## src/rtl/core/imcb_pkg.sv

```systemverilog
`timescale 1ns / 1ps
// ----------------------------------------------------------------------------
// imcb_pkg: shared types and constants of the interrupt balancer
// Transfer payloads, configuration register codes, cell commands and the
// default sizes of the counter array.
// ----------------------------------------------------------------------------
package imcb_pkg;

  localparam int MAX_CORES_DEF   = 16;
  localparam int IRQ_LINES_DEF   = 16;
  localparam int COUNT_WIDTH_DEF = 32;

  localparam int DIV_WIDTH   = 16;
  localparam int CFG_IDX_W   = 4;
  localparam int CFG_DATA_W  = 16;
  localparam int ACT_WIDTH   = 5;

  typedef enum logic [CFG_IDX_W-1:0] {
    CFG_BALANCE_ENABLE    = 4'd0,
    CFG_SYMMETRIC_IO_MODE = 4'd1,
    CFG_BALANCE_DIVISOR   = 4'd2,
    CFG_ACTIVE_CORES      = 4'd3
  } cfg_reg_e;

  typedef struct packed {
    logic [3:0] irq;
    logic [3:0] core;
    logic       balance_allowed;
  } in_item_t;

  typedef struct packed {
    logic       eoi_to_local_apic;
    logic       route_valid;
    logic [3:0] route_irq;
    logic [3:0] route_core;
    logic       counts_cleared;
  } out_item_t;

  typedef struct packed {
    logic rd;
    logic load;
    logic clr;
  } cell_cmd_t;

endpackage

```

## src/rtl/core/imcb_mod.sv

```systemverilog
`timescale 1ns / 1ps
// ----------------------------------------------------------------------------
// imcb_mod: bit-serial remainder unit
// Restoring division that yields the remainder of a count by the divisor,
// one dividend bit per cycle.
// ----------------------------------------------------------------------------
module imcb_mod #(
  parameter int CountW = imcb_pkg::COUNT_WIDTH_DEF
) (
  input  logic                           clk_i,
  input  logic                           rst_ni,
  input  logic                           start_i,
  input  logic [CountW-1:0]              dividend_i,
  input  logic [imcb_pkg::DIV_WIDTH-1:0] divisor_i,
  output logic                           busy_o,
  output logic                           zero_o
);
  import imcb_pkg::*;

  localparam int StepW = $clog2(CountW + 1);

  logic [DIV_WIDTH-1:0] rem_q, rem_d;
  logic [CountW-1:0]    dvd_q;
  logic [StepW-1:0]     step_q;
  logic                 busy_q;
  logic [DIV_WIDTH:0]   trial;
  logic [DIV_WIDTH:0]   diff;

  always_comb begin
    trial = {rem_q, dvd_q[CountW-1]};
    diff  = trial - {1'b0, divisor_i};
    rem_d = (trial >= {1'b0, divisor_i}) ? diff[DIV_WIDTH-1:0] : trial[DIV_WIDTH-1:0];
  end

  always_ff @(posedge clk_i or negedge rst_ni) begin
    if (!rst_ni) begin
      busy_q <= 1'b0;
      step_q <= '0;
    end else if (start_i) begin
      busy_q <= 1'b1;
      step_q <= StepW'(CountW);
    end else if (busy_q) begin
      step_q <= step_q - 1'b1;
      if (step_q == StepW'(1)) begin
        busy_q <= 1'b0;
      end
    end
  end

  always_ff @(posedge clk_i) begin
    if (start_i) begin
      dvd_q <= dividend_i;
      rem_q <= '0;
    end else if (busy_q) begin
      dvd_q <= dvd_q << 1;
      rem_q <= rem_d;
    end
  end

  assign busy_o = busy_q;
  assign zero_o = (rem_q == '0);

endmodule

```

## config.mk

```make
export PLATFORM = sky130hd
export DESIGN_NAME = imcb_mod
export DESIGN_NICKNAME = d
export VERILOG_FILES = /design/src/rtl/core/imcb_pkg.sv /design/src/rtl/core/imcb_mod.sv
export SDC_FILE = /design/constraint.sdc
export NUM_CORES = 1
export LEC_CHECK = 0
export BUFFER_PORTS_ARGS = -buffer_cell sky130_fd_sc_hd__buf_4
export CELL_PAD_IN_SITES_DETAIL_PLACEMENT = 0
export CELL_PAD_IN_SITES_GLOBAL_PLACEMENT = 2
export CORE_UTILIZATION = 34
export DETAILED_ROUTE_END_ITERATION = 12
export PLACE_DENSITY_LB_ADDON = 0.12
export SYNTH_ARGS = -nofsm -noshare
export SYNTH_HDL_FRONTEND = slang
export SYNTH_SLANG_ARGS = --single-unit
```

## constraint.sdc

```tcl
create_clock -name clk_i -period 5.3 [get_ports clk_i]
set_input_delay 1.06 -clock clk_i [delete_from_list [all_inputs] [get_ports clk_i]]
set_output_delay 1.06 -clock clk_i [all_outputs]
set_load 0.1 [all_outputs]
```

==> out/summary.txt, run 1 <==
Hold endpoint - rem_q[3]$_SDFFE_PP0P_
Share of flip-flops with an asynchronous set or reset - 0.127
Setup ws final - 2.09 ns
Clk buf depth - 2
EDFF count, synth - 32
NumNets Final - 477
Int Pwr - 1090 uW
Lkg Pwr - 0.00179 uW
Prevailing post-synth register cell - edfxtp_1
Dpl ws - 1.75 ns
Syn_nets - 438
Worst r2r dst - rem_q[12]$_SDFFE_PP0P_
CP Class - input pin to register
DIE AREA - 11,200 um^2
RSZ-0062 raised after global routing - false
CP bufs+invs - 2
CP max-delay cell - or4_1
Yosys warnings - 0
Drt wl/cell - 16.4 um
Ant. Diodes - 0
Max-slew violations - 0
Seq cells post-synth - 55
Min-delay worst type - register to register
Min-delay src - rem_q[3]$_SDFFE_PP0P_
Startpoint types - input pin
Worst-path cell chain - buf_4 -> ha_1 -> inv_1 -> fa_1 -> a211oi_2 -> nor3_1 -> or4_1 -> nand4_1 -> o21ai_1 -> a311oi_2
Req. time, crit path - 5.52 ns
Largest net degree at the start of global routing - 55
Final WL - 8940 um
DRT Pass-1 Iters - 4
P&R area growth vs syn - 15.5%
CTS sink cnt - 55
Vias in the first global route - 2,844
CP Capture Type - register
Worst R2R Start - dvd_q[31]$_DFFE_PP_
FMAX - 311 MHz
Crit share post-route - 0.606
IO Port Bufs - 52
Clock latency on the worst-skew pair - 0.31 ns
Max FO, Critical Path - 4
Clock Power Share - 0.156
Root buffer cell - clkbuf_8
First-pass GRT wire length - 14,600 um
Total design power - 1880 uW
Layout Cells excl Fill - 544
Core area - 10,400 um^2
DR DRC count - 0
Post-CTS sizing - 0
Final min period - 3.21 ns
Num CTS Buffers - 5
GRT Util Overall - 0.165
Max-cap violations - 0
Post-synthesis sequential area ratio - 0.399
Netlist cell types - 62
Sw Share - 0.421
R2r worst-path depth - 10
Status - complete, no violations
Iter 0 DRT Violations - 95
Cells on Worst Hold Path - 2
Worst VDD drop - 0.309 mV
Arr. time, crit path - 3.44 ns
Sequential share of power - 0.345
Reg-to-reg slack, setup - 2.39 ns
Syn_area_per_cell - 9.93 um^2
Initial Util - 0.352
CTS tree - done
GRT overflow - 0
Fin. Hold Viols - 0
Hpwl dp - 6610 um
Num rows - 37
Die height - 106 um
Synth Instances - 368
Gpl congestion - 0.766
Reg clk slew, reported paths - 0.10 ns
Via count - 2,916
Switching pwr - 791 uW
Clock skew after layout - 0.00514 ns
Total negative setup slack - 0 ns
Pwr/cell area - 446 nW/um^2
Final setup violation count - 0
IO Count - 53
Die X - 106 um
Comb power frac - 0.499
Mapped Area - 3650 um^2
# Post-CTS Setup Buffers - 0
H-tree depth - 2
Relative slew slack - 0.468
Share of layout cells above drive strength 1 - 0.257
Antenna-violating nets left - 0
Delay-heaviest family, CP - simple AND/OR/NAND/NOR gates
# placed instances - 536
WHS - 0.535 ns
Initial antenna violation count - 0
Worst Max-Slew Pin Slew - 0.799 ns
CP peak stage delay - 0.53 ns
Via density - 5.36
Cts hold-fix bufs - 0
==> layer usage <==
| metal | part of all wire | wire length (um) | vias up | global-route usage |
|---|---|---|---|---|
| met2 | 0.46 | 4100 | 53 | 0.264 |
| met5 | 0 | 0 | - | 0 |
| met1 | 0.50 | 4480 | 1385 | 0.238 |
| li1 | - | - | 1471 | - |
| met3 | 0.034 | 306 | 7 | 0.0216 |
| met4 | 0.0068 | 61 | 0 | 0.0317 |
==> worst max path at each step <==
| stage | startpoint | to | cells after the start |
|---|---|---|---|
| floorplan | divisor_i[0] | rem_q[12]$_SDFFE_PP0P_ | 9 |
| global placement | divisor_i[0] | rem_q[12]$_SDFFE_PP0P_ | 10 |
| detailed placement | divisor_i[0] | rem_q[12]$_SDFFE_PP0P_ | 10 |
| CTS | divisor_i[0] | rem_q[12]$_SDFFE_PP0P_ | 10 |
| global route | divisor_i[0] | rem_q[12]$_SDFFE_PP0P_ | 10 |
| finish | divisor_i[0] | rem_q[12]$_SDFFE_PP0P_ | 10 |
==> final cells by class <==
class	count	area (um^2)
inverter	24	90.1
timing repair buffer	54	405
clock buffer	6	82.6
sequential	55	1460
tap	136	170
multi-input combinational	267	1980
clock inverter	2	38.8
fill	1061	6150
==> logic make-up (layout without fill, tap and decap cells) <==
kind of cell,count (synthesis),count (layout),synth area share
AND/OR/NAND/NOR,112,112,0.160
AO/OA/AOI/OAI,91,91,0.184
flip-flops,55,55,0.399
buffers and inverters,46,86,0.0606
multiplexers,34,34,0.104
adder cells (fa/ha/maj),19,19,0.0671
XOR/XNOR,11,11,0.0264
==> power groups by stage <==
stage	sequential [uW]	combinational [uW]	clock, uW
global route	662	1030	316
CTS	650	938	303
finish	649	938	294
global placement	660	944	0
detailed placement	659	935	0
floorplan	623	746	0
==> placed cells by master (no fill, tap or decap), drive strengths merged, types with 4 or more instances in the layout <==
master	instances
buf	54
nor2	33
edfxtp	32
mux2	31
inv	25
o21ai	21
ha	18
dfxtp	16
nand2	15
nand3	15
a21oi	12
a311oi	12
nor4	10
a211oi	9
nor3	8
dfrtp	7
nand4	6
a21o	6
xor2	6
clkbuf	6
and3	5
xnor2	5
and2	5
nand3b	4
o21a	4
==> worst reg2reg max path, stage by stage, from the launching register on <==
cell	delay, ns
edfxtp_1	0.44
inv_1	0.09
ha_1	0.22
inv_1	0.07
fa_1	0.43
a211oi_2	0.35
nor3_1	0.17
or4_1	0.53
nand4_1	0.13
o21ai_1	0.11
a311oi_2	0.28
==> flip-flops by register name, indices dropped and copies added, names as in the netlist <==
name,flops
rem_q,16
step_q,6
busy_o,1
dvd_q,32
==> per-stage QoR <==
stage | utilization | area [um^2]
floorplan | - | 3650
global placement | 0.395 | 4100
detailed placement | 0.395 | 4100
CTS | 0.407 | 4220
global route | 0.407 | 4220
finish | 0.407 | 4220
==> synth_stat cells (all sizes together), types with 3 or more instances <==
library cell | count | area share
edfxtp | 32 | 0.26
and2 | 5 | 0.0092
a21o | 6 | 0.012
o21a | 4 | 0.0082
o311a | 3 | 0.0082
inv | 24 | 0.025
nand2 | 15 | 0.015
o21ai | 21 | 0.029
mux2 | 31 | 0.096
xor2 | 6 | 0.014
nor4 | 10 | 0.017
o31ai | 3 | 0.0062
a21oi | 12 | 0.017
a311oi | 12 | 0.030
nor3 | 8 | 0.012
a211oi | 9 | 0.020
dfxtp | 16 | 0.088
nor2 | 33 | 0.035
nand3 | 15 | 0.021
dfrtp | 7 | 0.048
o211ai | 3 | 0.0062
xnor2 | 5 | 0.012
nand3b | 4 | 0.0082
nand4 | 6 | 0.010
clkbuf | 11 | 0.011
mux2i | 3 | 0.0082
ha | 18 | 0.062
and3 | 5 | 0.0086
buf | 11 | 0.025
No activity file was read; power rests on OpenSTA's default activity.
==> run 2, diff against run 1 <==
--- a/config.mk
+++ b/config.mk
@@ -8,7 +8,7 @@
 export BUFFER_PORTS_ARGS = -buffer_cell sky130_fd_sc_hd__buf_4
 export CELL_PAD_IN_SITES_DETAIL_PLACEMENT = 0
 export CELL_PAD_IN_SITES_GLOBAL_PLACEMENT = 2
-export CORE_UTILIZATION = 34
+export CORE_UTILIZATION = 33
 export DETAILED_ROUTE_END_ITERATION = 12
 export PLACE_DENSITY_LB_ADDON = 0.12
 export SYNTH_ARGS = -nofsm -noshare
==> constraint.sdc (replaced) <==
create_clock -name clk_i -period 2.7 [get_ports clk_i]
set_input_delay 0.54 -clock clk_i [delete_from_list [all_inputs] [get_ports clk_i]]
set_output_delay 0.54 -clock clk_i [all_outputs]
set_load 0.1 [all_outputs]
==> run 2 against run 1 <==
  * The flow now finishes with violations (design-rule violations)
  * Via count rose by 3.9%
  * Clock skew barely moved
  * Power rose by 110%
  * Core utilization is 0.61 points higher
  * Critical path type is now register to register
==> out/summary.txt, run 2 (synthesis results as in run 1) <==
Status - complete, but fails checks
Failing checks - design-rule violations
RSZ-0062 raised after global routing - false
Clock latency on the worst-skew pair - 0.31 ns (about the same)
Int Pwr - 2270 uW (+110%)
Largest net degree at the start of global routing - 35 (-36%)
Met3 routed WL - 345 um (+13%)
# placed instances - 569 (+6.2%)
Req. time, crit path - 2.93 ns (-2.59 ns)
CTS sink cnt - 55 (unchanged)
Max FO, Critical Path - 4 (unchanged)
# Post-CTS Setup Buffers - 0 (unchanged)
Worst-path cell chain - inv_1 -> ha_1 -> inv_1 -> fa_1 -> a211oi_2 -> nor3_1 -> or4_1 -> nand4_1 -> o21ai_1 -> a311oi_2
Total negative setup slack - 0 ns (unchanged)
Via density - 5.25 (-2.0%)
Sw Share - 0.417 (-0.00348)
Sequential share of power - 0.327 (-0.018)
NumNets Final - 506 (+6.1%)
Vias in the first global route - 2,922 (+2.7%)
DRT Pass-1 Iters - 8 (+4)
Share of layout cells above drive strength 1 - 0.304 (+0.0470)
Gpl congestion - 0.813 (+6.1%)
P&R area growth vs syn - 22.0%
Worst path most repeated cell - inv_1
Num CTS Buffers - 5 (unchanged)
Layout fillers - 1,039 (-2.1%)
Min-delay worst type - input pin to async pin
Most frequent cells in the layout - 81 x buf_4, 32 x nor2_1, 32 x edfxtp_1
Drt wl/cell - 17.0 um (+3.2%)
CP Capture Type - register
DIE AREA - 11,500 um^2 (+3.0%)
Final setup violation count - 0 (unchanged)
Initial antenna violation count - 0 (unchanged)
Fin. Hold Viols - 0 (unchanged)
Root buffer cell - clkbuf_8
CP Class - register to register
DR top layer - met4
Max FFs per register - 32 (unchanged)
GRT Util Overall - 0.174 (+0.00891)
Worst VDD drop - 0.300 mV (-3.1%)
Iter 0 DRT Violations - 127 (+34%)
Ant. Diodes - 0 (unchanged)
Clk buf depth - 2 (unchanged)
Antenna-violating nets left - 0 (unchanged)
H-tree depth - 2 (unchanged)
Clock Power Share - 0.145 (-0.011)
Max-cap violations - 0 (unchanged)
Switching pwr - 1630 uW (+110%)
Die X - 107 um (+1.5%)
Crit share post-route - 0.943
Initial Util - 0.339 (-0.0138)
Clock skew after layout - 0.00532 ns (+0.000189 ns)
Final min period - 2.54 ns
Most common cell after layout, fill and taps aside - buf_4
Worst Max-Slew Pin Slew - 0.504 ns (-0.295 ns)
Final WL - 9790 um (+9.4%)
Final Util - 0.413 (+0.00609)
Comb power frac - 0.528 (+0.029)
Startpoint types - register
Pwr/cell area - 875 nW/um^2 (+96%)
Lkg Pwr - 0.00194 uW (+8.3%)
IO Port Bufs - 52 (unchanged)
Hpwl dp - 7440 um (+13%)
Core area - 10,800 um^2 (+4.1%)
Layout Cells excl Fill - 577 (+6.1%)
Reg clk slew, reported paths - 0.10 ns (about the same)
CP peak stage delay - 0.51 ns (-0.02 ns)
FMAX - 393 MHz
Post-CTS sizing - 0 (unchanged)
Relative slew slack - 0.661 (+0.193)
Most flops, register - dvd_q
CTS tree - done
Via count - 3,030 (+3.9%)
DR WL met2 - 4500 um (+9.9%)
First-pass GRT wire length - 15,600 um (+7.0%)
Cts hold-fix bufs - 0 (unchanged)
Num rows - 38 (+2.7%)
Max-slew violations - 0 (unchanged)
Largest regs - dvd_q: 32 flops, rem_q: 16 flops, step_q: 6 flops
GRT overflow - 0 (unchanged)
Metal-1 WL - 4860 um (+8.4%)
IO Count - 53 (unchanged)
Die height - 107 um (+1.5%)
DR DRC count - 2 (+2)
Arr. time, crit path - 2.77 ns (-0.67 ns)
CP max-delay cell - or4_1
run 2: changes by cell type in the layout (fill, tap and decap cells not counted):
cell,before,now
buf_4,54,81
clkbuf_1,0,1
clkbuf_8,6,5
buf_12,0,2
run 2: area by class of cell:
type	instances	area, um^2	area share
repair buffers	83	648	0.145
flip-flops and latches	55	1460	0.327
well taps	140	175	0.0393
multi-input cells	267	1980	0.443
clock buffers	6	72.6	0.0163
inverters	24	90.1	0.0202
clock inverters	2	38.8	0.00870
run 2: worst max-delay path, delay by kind of cell, from the launching register on:
| kind | cells | cell delay (ns) |
|---|---|---|
| fa+ha+maj | 2 | 0.57 |
| flops | 1 | 0.42 |
| buf+inv | 2 | 0.14 |
| simple gates | 3 | 0.72 |
| compound gates | 3 | 0.63 |
run 2: routing by layer:
layer | GRT usage | vias up
met4 | 0.0382 | 0
met2 | 0.277 | 57
met1 | 0.254 | 1443
met3 | 0.0170 | 7
met5 | 0 | -
li1 | - | 1523
run 2: worst paths after layout:
path / startpoint / to / slack (ns) / depth (start not counted)
setup / recovery: dvd_q[31]$_DFFE_PP_ / rem_q[12]$_SDFFE_PP0P_ / 0.16 / 10
hold / removal: rst_ni / busy_o$_DFF_PN0_ / 0.02 / 1
setup reg to reg: dvd_q[31]$_DFFE_PP_ / rem_q[12]$_SDFFE_PP0P_ / 0.16 / 10
hold reg to reg: rem_q[14]$_SDFFE_PP0P_ / rem_q[14]$_SDFFE_PP0P_ / 0.54 / 2
max in group asynchronous: rst_ni / step_q[3]$_DFFE_PN0P_ / 2.56 / 1
min in group clk_i: dividend_i[9] / dvd_q[9]$_DFFE_PP_ / 0.53 / 2
run 2: power by group through the flow:
stage	Combinational [uW]	Sequential [uW]	Clock (uW)
final	2060	1270	565
after global routing	2270	1300	610
after CTS	2060	1270	589
after detailed placement	2060	1290	0
after global placement	2060	1290	0
after floorplan	1460	1220	0
run 2: per-stage QoR:
step	cell area [um^2]	worst slack [ns]	hold slack, ns	total power (uW)
after global placement	4350	0.0482	0.358	3350
after CTS	4460	0.136	0.0113	3930
after floorplan	3650	0.163	0.244	2690
after detailed placement	4350	0.00774	0.362	3350
final	4460	0.155	0.0206	3900
after global routing	4460	0.0279	0.00891	4170
