`config.mk`:
```
export PLATFORM = sky130hd
export DESIGN_NAME = imcb_cell
export DESIGN_NICKNAME = d
export VERILOG_FILES = /design/src/rtl/core/imcb_pkg.sv /design/src/rtl/core/imcb_ram.sv /design/src/rtl/core/imcb_cell.sv
export SDC_FILE = /design/constraint.sdc
export NUM_CORES = 1
export LEC_CHECK = 0
export BUFFER_PORTS_ARGS = -buffer_cell sky130_fd_sc_hd__buf_2
export CAP_MARGIN = 20
export CORE_UTILIZATION = 40
export DETAILED_ROUTE_END_ITERATION = 12
export SYNTH_ARGS = -nofsm -noshare
export SYNTH_HDL_FRONTEND = slang
export SYNTH_SLANG_ARGS = --single-unit
```
`constraint.sdc`:
```
create_clock -name clk_i -period 8.2 [get_ports clk_i]
set_input_delay 1.64 -clock clk_i [delete_from_list [all_inputs] [get_ports clk_i]]
set_output_delay 1.64 -clock clk_i [all_outputs]
set_load 0.005 [all_outputs]
```
`src/rtl/core/imcb_pkg.sv`:
```
`timescale 1ns / 1ps
// ----------------------------------------------------------------------------
// imcb_pkg: shared types and constants of the interrupt balancer
// Transfer payloads, configuration register codes, cell commands and the
// default sizes of the counter array.
// ----------------------------------------------------------------------------
package imcb_pkg;

  localparam int MAX_CORES_DEF   = 16;
  localparam int IRQ_LINES_DEF   = 16;
  localparam int COUNT_WIDTH_DEF = 32;

  localparam int DIV_WIDTH   = 16;
  localparam int CFG_IDX_W   = 4;
  localparam int CFG_DATA_W  = 16;
  localparam int ACT_WIDTH   = 5;

  typedef enum logic [CFG_IDX_W-1:0] {
    CFG_BALANCE_ENABLE    = 4'd0,
    CFG_SYMMETRIC_IO_MODE = 4'd1,
    CFG_BALANCE_DIVISOR   = 4'd2,
    CFG_ACTIVE_CORES      = 4'd3
  } cfg_reg_e;

  typedef struct packed {
    logic [3:0] irq;
    logic [3:0] core;
    logic       balance_allowed;
  } in_item_t;

  typedef struct packed {
    logic       eoi_to_local_apic;
    logic       route_valid;
    logic [3:0] route_irq;
    logic [3:0] route_core;
    logic       counts_cleared;
  } out_item_t;

  typedef struct packed {
    logic rd;
    logic load;
    logic clr;
  } cell_cmd_t;

endpackage

```
`src/rtl/core/imcb_ram.sv`:
```
`timescale 1ns / 1ps
// ----------------------------------------------------------------------------
// imcb_ram: generic single write, single read RAM
// One write port and one read port with registered read data.
// ----------------------------------------------------------------------------
module imcb_ram #(
  parameter int Width = 32,
  parameter int Depth = 16,
  parameter int AddrW = (Depth > 1) ? $clog2(Depth) : 1
) (
  input  logic             clk_i,
  input  logic             we_i,
  input  logic [AddrW-1:0] waddr_i,
  input  logic [Width-1:0] wdata_i,
  input  logic             re_i,
  input  logic [AddrW-1:0] raddr_i,
  output logic [Width-1:0] rdata_o
);

  logic [Width-1:0] mem_q [Depth];
  logic [Width-1:0] rdata_q;

  always_ff @(posedge clk_i) begin
    if (we_i) begin
      mem_q[waddr_i] <= wdata_i;
    end
    if (re_i) begin
      rdata_q <= mem_q[raddr_i];
    end
  end

  assign rdata_o = rdata_q;

endmodule

```
`src/rtl/core/imcb_cell.sv`:
```
`timescale 1ns / 1ps
// ----------------------------------------------------------------------------
// imcb_cell: counter cell of one core
// Holds the per-irq counts of one core, updates the count of the handled
// irq and takes part in the least-count search passed along the row.
// ----------------------------------------------------------------------------
module imcb_cell #(
  parameter int CountW   = imcb_pkg::COUNT_WIDTH_DEF,
  parameter int IrqLines = imcb_pkg::IRQ_LINES_DEF,
  parameter int CoreW    = 4,
  parameter int Idx      = 0,
  parameter int IrqW     = (IrqLines > 1) ? $clog2(IrqLines) : 1
) (
  input  logic                 clk_i,
  input  logic                 rst_ni,
  input  imcb_pkg::cell_cmd_t  cmd_i,
  input  logic [IrqW-1:0]      addr_i,
  input  logic                 own_i,
  input  logic                 clr_ok_i,
  input  logic [CountW-1:0]    best_i,
  input  logic [CoreW-1:0]     win_i,
  input  logic                 clear_i,
  output logic [CountW-1:0]    val_o,
  output logic [CountW-1:0]    best_o,
  output logic [CoreW-1:0]     win_o,
  output logic                 clear_o
);
  import imcb_pkg::*;

  localparam logic [CountW-1:0] NearMax = {{(CountW-1){1'b1}}, 1'b0};
  localparam logic [CoreW-1:0]  MyIdx   = CoreW'(Idx);

  logic [IrqLines-1:0] vld_q;
  logic                vld_rd_q;
  logic                nz0_q;
  logic [CountW-1:0]   val_q;
  logic [CountW-1:0]   rdata;
  logic [CountW-1:0]   rd_val;
  logic [CountW-1:0]   inc;
  logic                we;
  logic [CountW-1:0]   best_q, best_d;
  logic [CoreW-1:0]    win_q, win_d;
  logic                clear_q, clear_d;

  assign rd_val = vld_rd_q ? rdata : '0;
  assign inc    = rd_val + CountW'(1);
  assign we     = cmd_i.load && own_i;

  imcb_ram #(
    .Width (CountW),
    .Depth (IrqLines),
    .AddrW (IrqW)
  ) u_ram (
    .clk_i   (clk_i),
    .we_i    (we),
    .waddr_i (addr_i),
    .wdata_i (inc),
    .re_i    (cmd_i.rd),
    .raddr_i (addr_i),
    .rdata_o (rdata)
  );

  always_ff @(posedge clk_i or negedge rst_ni) begin
    if (!rst_ni) begin
      vld_q    <= '0;
      vld_rd_q <= 1'b0;
      nz0_q    <= 1'b0;
    end else begin
      if (cmd_i.rd) begin
        vld_rd_q <= vld_q[addr_i];
      end
      if (we) begin
        vld_q[addr_i] <= 1'b1;
        if (addr_i == '0) begin
          nz0_q <= (inc != '0);
        end
      end else if (cmd_i.clr && clr_ok_i) begin
        vld_q[addr_i] <= 1'b0;
        if (addr_i == '0) begin
          nz0_q <= 1'b0;
        end
      end
    end
  end

  always_ff @(posedge clk_i) begin
    if (cmd_i.load) begin
      val_q <= own_i ? inc : rd_val;
    end
  end

  always_comb begin
    best_d  = best_i;
    win_d   = win_i;
    clear_d = clear_i;
    if (val_q < best_i) begin
      if (nz0_q) begin
        best_d = val_q;
        win_d  = MyIdx;
      end
    end else if (val_q >= NearMax) begin
      clear_d = 1'b1;
    end
  end

  always_ff @(posedge clk_i) begin
    best_q  <= best_d;
    win_q   <= win_d;
    clear_q <= clear_d;
  end

  assign val_o   = val_q;
  assign best_o  = best_q;
  assign win_o   = win_q;
  assign clear_o = clear_q;

endmodule

```
==> summary by stage, run 1 <==
Setup path
The worst setup path is launched from a flip-flop. STA puts the critical path data arrival time at between 5 and 6 ns. The critical path goes through buf_4, nand2_1, inv_1, ha_1, nand4_1, nor4_1, nand2_1, nor3_1, mux2i_1, buf_4, nor4_1, nand4_1, o41a_1. The critical path's top delay family is simple AND/OR/NAND/NOR gates. Data on the critical path is required at its endpoint by 8.71 ns.

The critical path in this run is classified as reg2reg. The peak per-stage delay on the critical path is between 0.6 and 0.7 ns. The worst reg2reg path startpoint is vld_rd_q. The capture instance of the worst register-to-register path is nz0_q.

For this design, the slowest cell found on the critical path is sky130_fd_sc_hd__nor4_1. Together, buffers and inverters on the worst path number 3. The worst setup path is captured at a flip-flop.

The start point of the critical path is vld_rd_q. Along the worst path, the maximum fanout reaches 67. The cell depth of the worst flop-to-flop path is 13.

The cell depth of the worst setup path is 13. For flop-to-flop paths, the worst setup slack is 3.39 ns.

Power
Total power for the finished layout comes to 7350 uW. VDD sags by at most between 0.0002 and 0.00025 V. The power density of the placed cells is 250 nW/um2. The leakage power summed over all cells is just under 0.01 uW.

Timing
On the final layout, the worst clock skew is around 0.026 ns. Derived from the worst setup path, the maximum achievable clock frequency is 208 MHz. The actual slew at the worst max-slew pin is between 0.9 and 1 ns. Setup repair after global routing left no endpoint under its margin.

Setup total negative slack on the finished layout was measured at 0 ns. The tightest slew margin relative to the limit is between 30% and 40%. The final critical-path required period is roughly 4.8 ns. The count of final setup violators is 0.

The count of final hold-check violations came to 0. The final worst-path cycle share is between 50% and 60%. The final count of pins violating max slew is 0.

Global route
The number of global-route vias before repair came to between 10k and 15k. The first global-routing pass estimated about 90 mm of wire. The aggregate global routing overflow is 0. The initial antenna violation count is 0.

Entering global routing, the biggest net connects just under 70 pins. The global-route usage over all layers is a little under a fifth.

Clock network
The hold-fix buffer count after cts is 0. Gates resized during post-CTS repair numbered 0. In this run the clock root is driven by a sky130_fd_sc_hd__clkbuf_16. The clock tree from TritonCTS is yes. Once the clock tree was built, the setup fixing pass inserted 0 buffers.

The insertion delay of the later-clocked pin in the worst-skew pair is 0.63 ns. The CTS clock-pin slew for the worst setup and hold paths is around 0.060 ns. The TritonCTS buffer count is 60.

The number of sinks handled by clock tree synthesis is roughly 630. The clock tree buffer depth is 3. The depth of the CTS H-tree is 2.

Synthesis
The synthesized design devotes to its leading area cell type 67.4% of total area. After synthesis the cells add up to roughly 26000 um2. By area the synthesized netlist is led by sky130_fd_sc_hd__edfxtp_1 67%, sky130_fd_sc_hd__mux4_2 14%, sky130_fd_sc_hd__dfxtp_1 2.9%. The number of cells produced by synthesis is 1340. The number of enable-type register cells in the synthesized netlist is about 580.

Dividing the synthesized area by the synthesized cell count gives around 19 um2. The share of synthesized area occupied by flip-flops and latches is 72.0%. The post-synthesis sequential element count is approximately 630.

The biggest area contributor in the post-synthesis netlist is sky130_fd_sc_hd__edfxtp_1. In the synthesized netlist the async set-or-reset flop fraction comes to under 10%. The number of nets handed over by synthesis was 1421. During synthesis, Yosys emitted a total of 0 warnings. The number of distinct library cells after synthesis is 52. The most used flip-flop cell after synthesis is sky130_fd_sc_hd__edfxtp_1.

Drt
The average vias per placed instance is 5.58. After detailed routing, the wire length on met1 is around 25 mm. The top layer used by detailed routing is met4. The average wire per standard cell is between 20 and 30 um.

After the first detailed-routing iteration, the DRC count stood at about 1.4k. The sum of met3 wire segment lengths after detailed routing is 3.62 mm. For this run, design rule violations remaining after detail routing come to 0.

The overall via count from detail_route is about 13k. Before antenna repair, the detailed router went through 5 iterations. The total length of routed wires is slightly above 60 mm. The antenna violation net count after detailed routing is 0. In the detailed route, the total length drawn on met2 is roughly 30 mm.

Placement
The congestion estimate from routability-driven global placement came to 0.857. The count of buffers inserted at the top-level ports is 116. The HPWL after detailed placement is 33.6 mm.

Floorplanning
The die covers around 65000 um2. The number of I/O pins is about 120. The standard cell core area is about 63000 um2. The starting density of the core is ~41%. Measured along the y axis, the die boundary spans about 260 um.

The horizontal extent of the die is about 260 um. The floorplan has 92 rows.

Run
The max capacitance violation total is 0.

Finish
Cells with a size suffix above 1 make up a little under a third of the layout. At the end of the flow, the number of nets in the layout was 1579. The number of antenna diodes in the final layout is 0. Compared with the post-synthesis result, the final layout area differs by 14.6%.

The filler cells instantiated in the layout total about 5.2k.

Hold path
Along the worst hold path, the cell count comes to 2. The type of the worst min-delay path is reg2reg.

Status
The flow ran to the end, and the final reports show no timing, DRC or antenna violations.
==> cell usage after synthesis, types with 2 or more instances <==
master	n
sky130_fd_sc_hd__clkbuf_1	38
sky130_fd_sc_hd__and2_1	23
sky130_fd_sc_hd__xor2_1	23
sky130_fd_sc_hd__o21ai_0	50
sky130_fd_sc_hd__a21boi_0	5
sky130_fd_sc_hd__o2111ai_1	2
sky130_fd_sc_hd__o211ai_1	5
sky130_fd_sc_hd__nand2b_1	5
sky130_fd_sc_hd__mux2i_1	4
sky130_fd_sc_hd__dfrtp_1	18
sky130_fd_sc_hd__a211oi_1	5
sky130_fd_sc_hd__a21oi_1	6
sky130_fd_sc_hd__nand4_1	29
sky130_fd_sc_hd__mux2_2	34
sky130_fd_sc_hd__buf_1	18
sky130_fd_sc_hd__nand2_1	59
sky130_fd_sc_hd__nor3_1	9
sky130_fd_sc_hd__nor4_1	9
sky130_fd_sc_hd__inv_1	33
sky130_fd_sc_hd__nand3_1	20
sky130_fd_sc_hd__dfxtp_1	37
sky130_fd_sc_hd__mux4_2	165
sky130_fd_sc_hd__or3_1	6
sky130_fd_sc_hd__or2_2	4
sky130_fd_sc_hd__ha_1	33
sky130_fd_sc_hd__a21o_1	4
sky130_fd_sc_hd__nor2_1	39
sky130_fd_sc_hd__edfxtp_1	576
sky130_fd_sc_hd__buf_2	7
sky130_fd_sc_hd__nor2b_1	13
sky130_fd_sc_hd__nor4_4	3
sky130_fd_sc_hd__xnor2_1	36
sky130_fd_sc_hd__or4_1	3
==> final cells by class <==
cell class | instances | area [um2] | area share (%)
Clock buffer | 79 | 1570 | 5.35
Clock inverter | 32 | 303 | 1.03
Inverter | 34 | 128 | 0.434
Multi-Input combinational cell | 611 | 6930 | 23.6
Sequential cell | 631 | 18500 | 62.9
Tap cell | 846 | 1060 | 3.60
Timing Repair Buffer | 160 | 933 | 3.17
==> placed cells by master (no fill, tap or decap), drive strengths merged, types with 21 or more instances in the layout <==
cell type and n:
edfxtp 576, nand3 21, o21ai 50, nand2 60, mux4 165, and2 23, nand4 29, clkbuf 80
mux2 34, buf 159, dfxtp 37, xnor2 36, inv 36, clkinv 24, xor2 23, nor2 39
ha 33
==> worst reg2reg max path, cell delays in order (launching register included) <==
cell,delay (ns)
sky130_fd_sc_hd__dfrtp_2,0.34
sky130_fd_sc_hd__buf_4,0.50
sky130_fd_sc_hd__nand2_1,0.66
sky130_fd_sc_hd__inv_1,0.22
sky130_fd_sc_hd__ha_1,0.41
sky130_fd_sc_hd__nand4_1,0.17
sky130_fd_sc_hd__nor4_1,0.65
sky130_fd_sc_hd__nand2_1,0.21
sky130_fd_sc_hd__nor3_1,0.24
sky130_fd_sc_hd__mux2i_1,0.13
sky130_fd_sc_hd__buf_4,0.20
sky130_fd_sc_hd__nor4_1,0.48
sky130_fd_sc_hd__nand4_1,0.15
sky130_fd_sc_hd__o41a_1,0.33
==> per-layer routing <==
layer | vias up | track usage, %
met4 | 0 | 6.07
met2 | 503 | 31.6
met3 | 89 | 2.61
met5 | - | 0
li1 | 5734 | -
met1 | 7027 | 25.1
==> logic make-up (layout without fill, tap and decap cells) <==
| group | after synthesis | count (layout) | share of synthesized area, % |
|---|---|---|---|
| flip-flops | 631 | 631 | 72.0 |
| AND/OR/NAND/NOR | 232 | 232 | 4.82 |
| multiplexers | 203 | 203 | 16.1 |
| buffers and inverters | 98 | 305 | 1.47 |
| AO/OA/AOI/OAI | 84 | 84 | 1.95 |
| XOR/XNOR | 59 | 59 | 2.01 |
| adder cells (fa/ha/maj) | 33 | 33 | 1.61 |
==> where the power goes <==
group	internal, uW	total [uW]	switching (uW)
Combinational	311	802	491
Clock	1510	2660	1160
Sequential	3800	3880	86.2
==> state kept, by name, summed over array words and instances, names as in the netlist, named ones only <==
signal and cells:
u_ram.rdata_o 32, win_o 4, vld_rd_q 1, clear_o 1, val_o 32, nz0_q 1
best_o 32, u_ram.mem_q 512
==> how the worst max path moves through the flow <==
| stage | to | slack [ns] |
|---|---|---|
| 2_1_floorplan | u_ram.mem_q[15][0] | 3.45 |
| 3_3_place_gp | nz0_q | 3.38 |
| 3_5_place_dp | nz0_q | 3.31 |
| 4_1_cts | nz0_q | 3.27 |
| 5_1_grt | nz0_q | 2.99 |
| 6_report | nz0_q | 3.39 |
==> metrics by stage <==
step,cells,area [um2],util (%),hold WS [ns],worst slack [ns]
floorplan,1340,25700,-,0.465,3.45
global placement,2270,27400,43.4,0.484,3.38
detailed placement,2275,27500,43.5,0.496,3.31
CTS,2386,29400,46.5,0.504,3.27
global route,2393,29400,46.5,0.541,2.99
finish,2393,29400,46.5,0.508,3.39
Note: power is estimated with default switching activity, not from simulation.
==> run 2, diff against run 1 <==
--- a/config.mk
+++ b/config.mk
@@ -5,6 +5,7 @@
 export SDC_FILE = /design/constraint.sdc
 export NUM_CORES = 1
 export LEC_CHECK = 0
+export ABC_AREA = 1
 export BUFFER_PORTS_ARGS = -buffer_cell sky130_fd_sc_hd__buf_2
 export CAP_MARGIN = 20
 export CORE_UTILIZATION = 40
==> constraint.sdc (replaced) <==
create_clock -name clk_i -period 4.3 [get_ports clk_i]
set_input_delay 0.86 -clock clk_i [delete_from_list [all_inputs] [get_ports clk_i]]
set_output_delay 0.86 -clock clk_i [all_outputs]
set_load 0.005 [all_outputs]
==> run 2 against run 1 <==
  * Critical path type unchanged
  * Cell area down 0.15%
  * Sequential cell count unchanged
  * Largest power group unchanged
  * Largest cell class unchanged
  * Hold slack worse by 0.31 ns
  * Die area down 0.33%
  * Synthesized cell count up 47%
  * Cell count up 25%
  * Critical endpoint unchanged
==> summary by stage, run 2 <==
Setup path
The register-to-register setup slack was 1.16 ns (was 3.39 ns). The start-to-end type of the worst setup path is reg2reg (unchanged). The cell depth of the worst flop-to-flop path is 14 (was 13). The arrival time reported for the critical path endpoint came to 3.66 ns (was 5.32 ns). The kind of capture point of the worst setup path was a flip-flop (unchanged). The capture instance of the worst register-to-register path was nz0_q (unchanged). The worst reg2reg path startpoint was vld_rd_q (unchanged). The highest fanout seen on the critical path came to 33 (was 67). The data required time of the critical path is 4.82 ns (was 8.71 ns). The kind of launch point of the worst setup path is a flip-flop (unchanged).

Finish
The final-stage net count came to 2177 (was 1579). The most common library cell in the layout ignoring fill and taps is sky130_fd_sc_hd__edfxtp_1 (unchanged). The area added between synthesis and finish was 14.8% (was 14.6%). The utilization of the core after routing is 46.5% (about the same).

The number of flip-flops under the largest register name is 512 (unchanged). Commonest non-fill, non-tap cells in the layout: 576 x sky130_fd_sc_hd__edfxtp_1, 312 x sky130_fd_sc_hd__nand2_1, 264 x sky130_fd_sc_hd__a22oi_1, 147 x sky130_fd_sc_hd__a21oi_1, 116 x sky130_fd_sc_hd__buf_2 (was 576 x sky130_fd_sc_hd__edfxtp_1, 165 x sky130_fd_sc_hd__mux4_2, 114 x sky130_fd_sc_hd__buf_2, 60 x sky130_fd_sc_hd__clkbuf_16, 59 x sky130_fd_sc_hd__nand2_1). The final antenna diode count came to 0 (unchanged). The top register by number of flip-flops is u_ram.mem_q (unchanged).

The fraction of layout instances using a drive strength above 1 is 13.9% (was 30.1%).

Clock network
The insertion delay of the later-clocked pin in the worst-skew pair is 0.63 ns (about the same). The number of sinks handled by clock tree synthesis is 631 (unchanged). The CTS clock-pin slew for the worst setup and hold paths came to 0.07 ns (was 0.06 ns). The depth of the CTS H-tree came to 2 (unchanged). The post-CTS setup buffer count is 0 (unchanged). The hold-fix buffer count after cts is 0 (unchanged). The root cell of the clock tree is sky130_fd_sc_hd__clkbuf_16 (unchanged). The clock tree buffer depth is 3 (unchanged). The TritonCTS buffer count was 60 (unchanged). The clock tree from TritonCTS was yes (unchanged). The post-cts repair resize count is 0 (unchanged).

Hold path
The type of the worst min-delay path is in2async (was reg2reg).

Drt
The DRC violations left came to 0 (unchanged). The antenna violation net count after detailed routing is 0 (unchanged). The number of design-rule violations left by the first detailed-router iteration came to 1936 (was 1352). The average vias per placed instance was 5.66 (was 5.58). The detailed-routing iteration count for the pre-antenna-repair pass is 7 (was 5).

The overall via count from detail_route is 16.9k (was 13.4k). The total length of routed wires came to 71.9 mm (was 60.5 mm). The average wire per standard cell is 24.0 um (was 25.3 um).

Placement
The total half-perimeter wirelength after legalization and detailed placement came to 41.4 mm (was 33.6 mm). The count of buffers inserted at the top-level ports is 116 (unchanged). The final weighted congestion in routability-driven placement is 0.895 (was 0.857).

Synthesis
The share of synthesized area occupied by flip-flops and latches came to 72.3% (was 72.0%). The leading register cell type out of synthesis is sky130_fd_sc_hd__edfxtp_1 (unchanged). Most common library cells after synthesis: 576 x sky130_fd_sc_hd__edfxtp_1, 314 x sky130_fd_sc_hd__nand2_1, 264 x sky130_fd_sc_hd__a22oi_1, 148 x sky130_fd_sc_hd__a21oi_1, 102 x sky130_fd_sc_hd__nand3_1 (was 576 x sky130_fd_sc_hd__edfxtp_1, 165 x sky130_fd_sc_hd__mux4_2, 59 x sky130_fd_sc_hd__nand2_1, 50 x sky130_fd_sc_hd__o21ai_0, 39 x sky130_fd_sc_hd__nor2_1). Leading post-synthesis cells by cell area: sky130_fd_sc_hd__edfxtp_1 68%, sky130_fd_sc_hd__a22oi_1 7.7%, sky130_fd_sc_hd__nand2_1 4.6% (was sky130_fd_sc_hd__edfxtp_1 67%, sky130_fd_sc_hd__mux4_2 14%, sky130_fd_sc_hd__dfxtp_1 2.9%).

The share of the synthesized area in the top cell type was 67.6% (was 67.4%). The top cell type by total area after synthesis is sky130_fd_sc_hd__edfxtp_1 (unchanged). The number of cells produced by synthesis is 1974 (was 1340).

The netlist area before placement is 25600 um2 (was 25700 um2). The number of nets in the synthesized netlist was 2055 (was 1421). The most common cell in the netlist is sky130_fd_sc_hd__edfxtp_1 (unchanged).

The number of distinct library cells after synthesis is 33 (was 52). The post-synthesis sequential element count is 631 (unchanged). The mean area per synthesized cell was 13.0 um2 (was 19.2 um2). The share of flip-flops with an asynchronous set or reset is 2.85% (unchanged). The number of enable-type register cells in the synthesized netlist came to 576 (unchanged). The number of warnings issued by yosys is 0 (unchanged).

Run
The max capacitance violation total is 0 (unchanged).

Timing
Unrepaired setup endpoints after global routing: no (unchanged). The setup TNS after final layout was 0 ns (unchanged). The maximum clock rate is 318 MHz (was 208 MHz). The count of final hold-check violations was 0 (unchanged). The tightest slew margin relative to the limit is 43.1% (was 34.9%). The count of final setup violators is 0 (unchanged). The final worst-path cycle share is 73.1% (was 58.6%). The actual slew at the worst max-slew pin was 0.851 ns (was 0.977 ns). The clock skew is 0.0310 ns (was 0.0265 ns). The final count of pins violating max slew is 0 (unchanged). The final critical-path required period is 3.14 ns (was 4.81 ns).

Global route
The number of global-route vias before repair is 16.5k (was 13.6k). The maximum number of pins on one net before global-route repair is 99 (was 68). The aggregate global routing overflow is 0 (unchanged). The global-route usage over all layers is 22.2% (was 18.7%). The first-pass GRT wire length is 106 mm (was 90.4 mm).

The initial antenna violation count is 1 (was 0).

Power
The leakage power summed over all cells is 0.0104 uW (was 0.00975 uW). The maximum vdd drop came to 0.000378 V (was 0.000209 V). The power density of the placed cells came to 457 nW/um2 (was 250 nW/um2).

Floorplanning
The horizontal extent of the die came to 255 um (about the same). The floorplan die height came to 255 um (about the same). The starting density of the core is 40.5% (was 40.6%).

The number of placement rows is 92 (unchanged). The number of I/O pins is 117 (unchanged). The die area is 65000 um2 (was 65200 um2). The standard cell core area was 63200 um2 (unchanged).

Status
Result of the run: finished clean (unchanged).
[run 2: cell types whose count changed after synthesis, moves of 67 or more]
cell	before	now
sky130_fd_sc_hd__inv_1	33	100
sky130_fd_sc_hd__a21oi_1	6	148
sky130_fd_sc_hd__mux4_2	165	0
sky130_fd_sc_hd__nand3_1	20	102
sky130_fd_sc_hd__a22oi_1	1	264
sky130_fd_sc_hd__nand2_1	59	314
[run 2: stage by stage]
stage                     instances  worst slack [ns]  total power (uW)  area [um2]  hold WS (ns)
after global placement         2880              1.09              8250       27400         0.467
final                          2993              1.16             13400       29400         0.197
after floorplan                1974             0.593              7780       25600         0.454
after detailed placement       2880              1.10              8270       27400         0.480
after global routing           2993             0.822             13900       29400         0.211
after CTS                      2993              1.07             13500       29400         0.184
[run 2: worst max path at each step]
| stage | from | to | cells after the start |
|---|---|---|---|
| 2_1_floorplan | addr_i[1] | u_ram.mem_q[0][0] | 6 |
| 3_3_place_gp | vld_rd_q | nz0_q | 14 |
| 3_5_place_dp | vld_rd_q | nz0_q | 14 |
| 4_1_cts | vld_rd_q | nz0_q | 14 |
| 5_1_grt | vld_rd_q | nz0_q | 14 |
| 6_report | vld_rd_q | nz0_q | 14 |
[run 2: critical path, stage by stage (launching register included)]
cell                      delay (ns)
sky130_fd_sc_hd__dfrtp_2        0.41
sky130_fd_sc_hd__buf_4          0.37
sky130_fd_sc_hd__nand3_1        0.22
sky130_fd_sc_hd__nor2_1         0.23
sky130_fd_sc_hd__nand2_1        0.19
sky130_fd_sc_hd__nor2_1         0.24
sky130_fd_sc_hd__nand2_1        0.08
sky130_fd_sc_hd__nand2_1        0.06
sky130_fd_sc_hd__nand2_1        0.35
sky130_fd_sc_hd__nor2_1         0.29
sky130_fd_sc_hd__nand2_1        0.11
sky130_fd_sc_hd__nor2_1         0.22
sky130_fd_sc_hd__nand3_1        0.12
sky130_fd_sc_hd__nand2_1        0.08
sky130_fd_sc_hd__nand2_1        0.05
[run 2: logic make-up (layout without fill, tap and decap cells)]
group,count (synthesis),after routing,synth area share [%]
DFF,631,631,72.3
xor gates and xnor gates,2,2,0.0685
and+or+nand+nor,596,596,10.3
AOI/OAI and AO/OA,506,506,12.5
buffers and inverters,206,379,3.20
adders and majority gates,33,33,1.61
[run 2: layout make-up]
| type | instances | area [um2] |
|---|---|---|
| multi-input combinational | 1137 | 6420 |
| inverter | 102 | 388 |
| clock inverter | 45 | 428 |
| clock buffer | 68 | 1530 |
| timing repair buffer | 164 | 1050 |
| tap | 846 | 1060 |
| sequential | 631 | 18500 |
| fill | 5557 | 33800 |
[run 2: routing by layer]
layer / vias to the layer above / global-route usage, % / wire length, um
met5: - / 0 / 0
met3: 113 / 2.96 / 5080
met2: 699 / 36.1 / 33800
met4: 0 / 8.25 / 2320
li1: 7669 / - / -
met1: 8448 / 30.4 / 30800
[run 2: power breakdown]
part	internal [uW]	total, uW	switching, uW
Sequential	6940	7050	117
Clock	2980	5290	2310
Combinational	327	1090	766
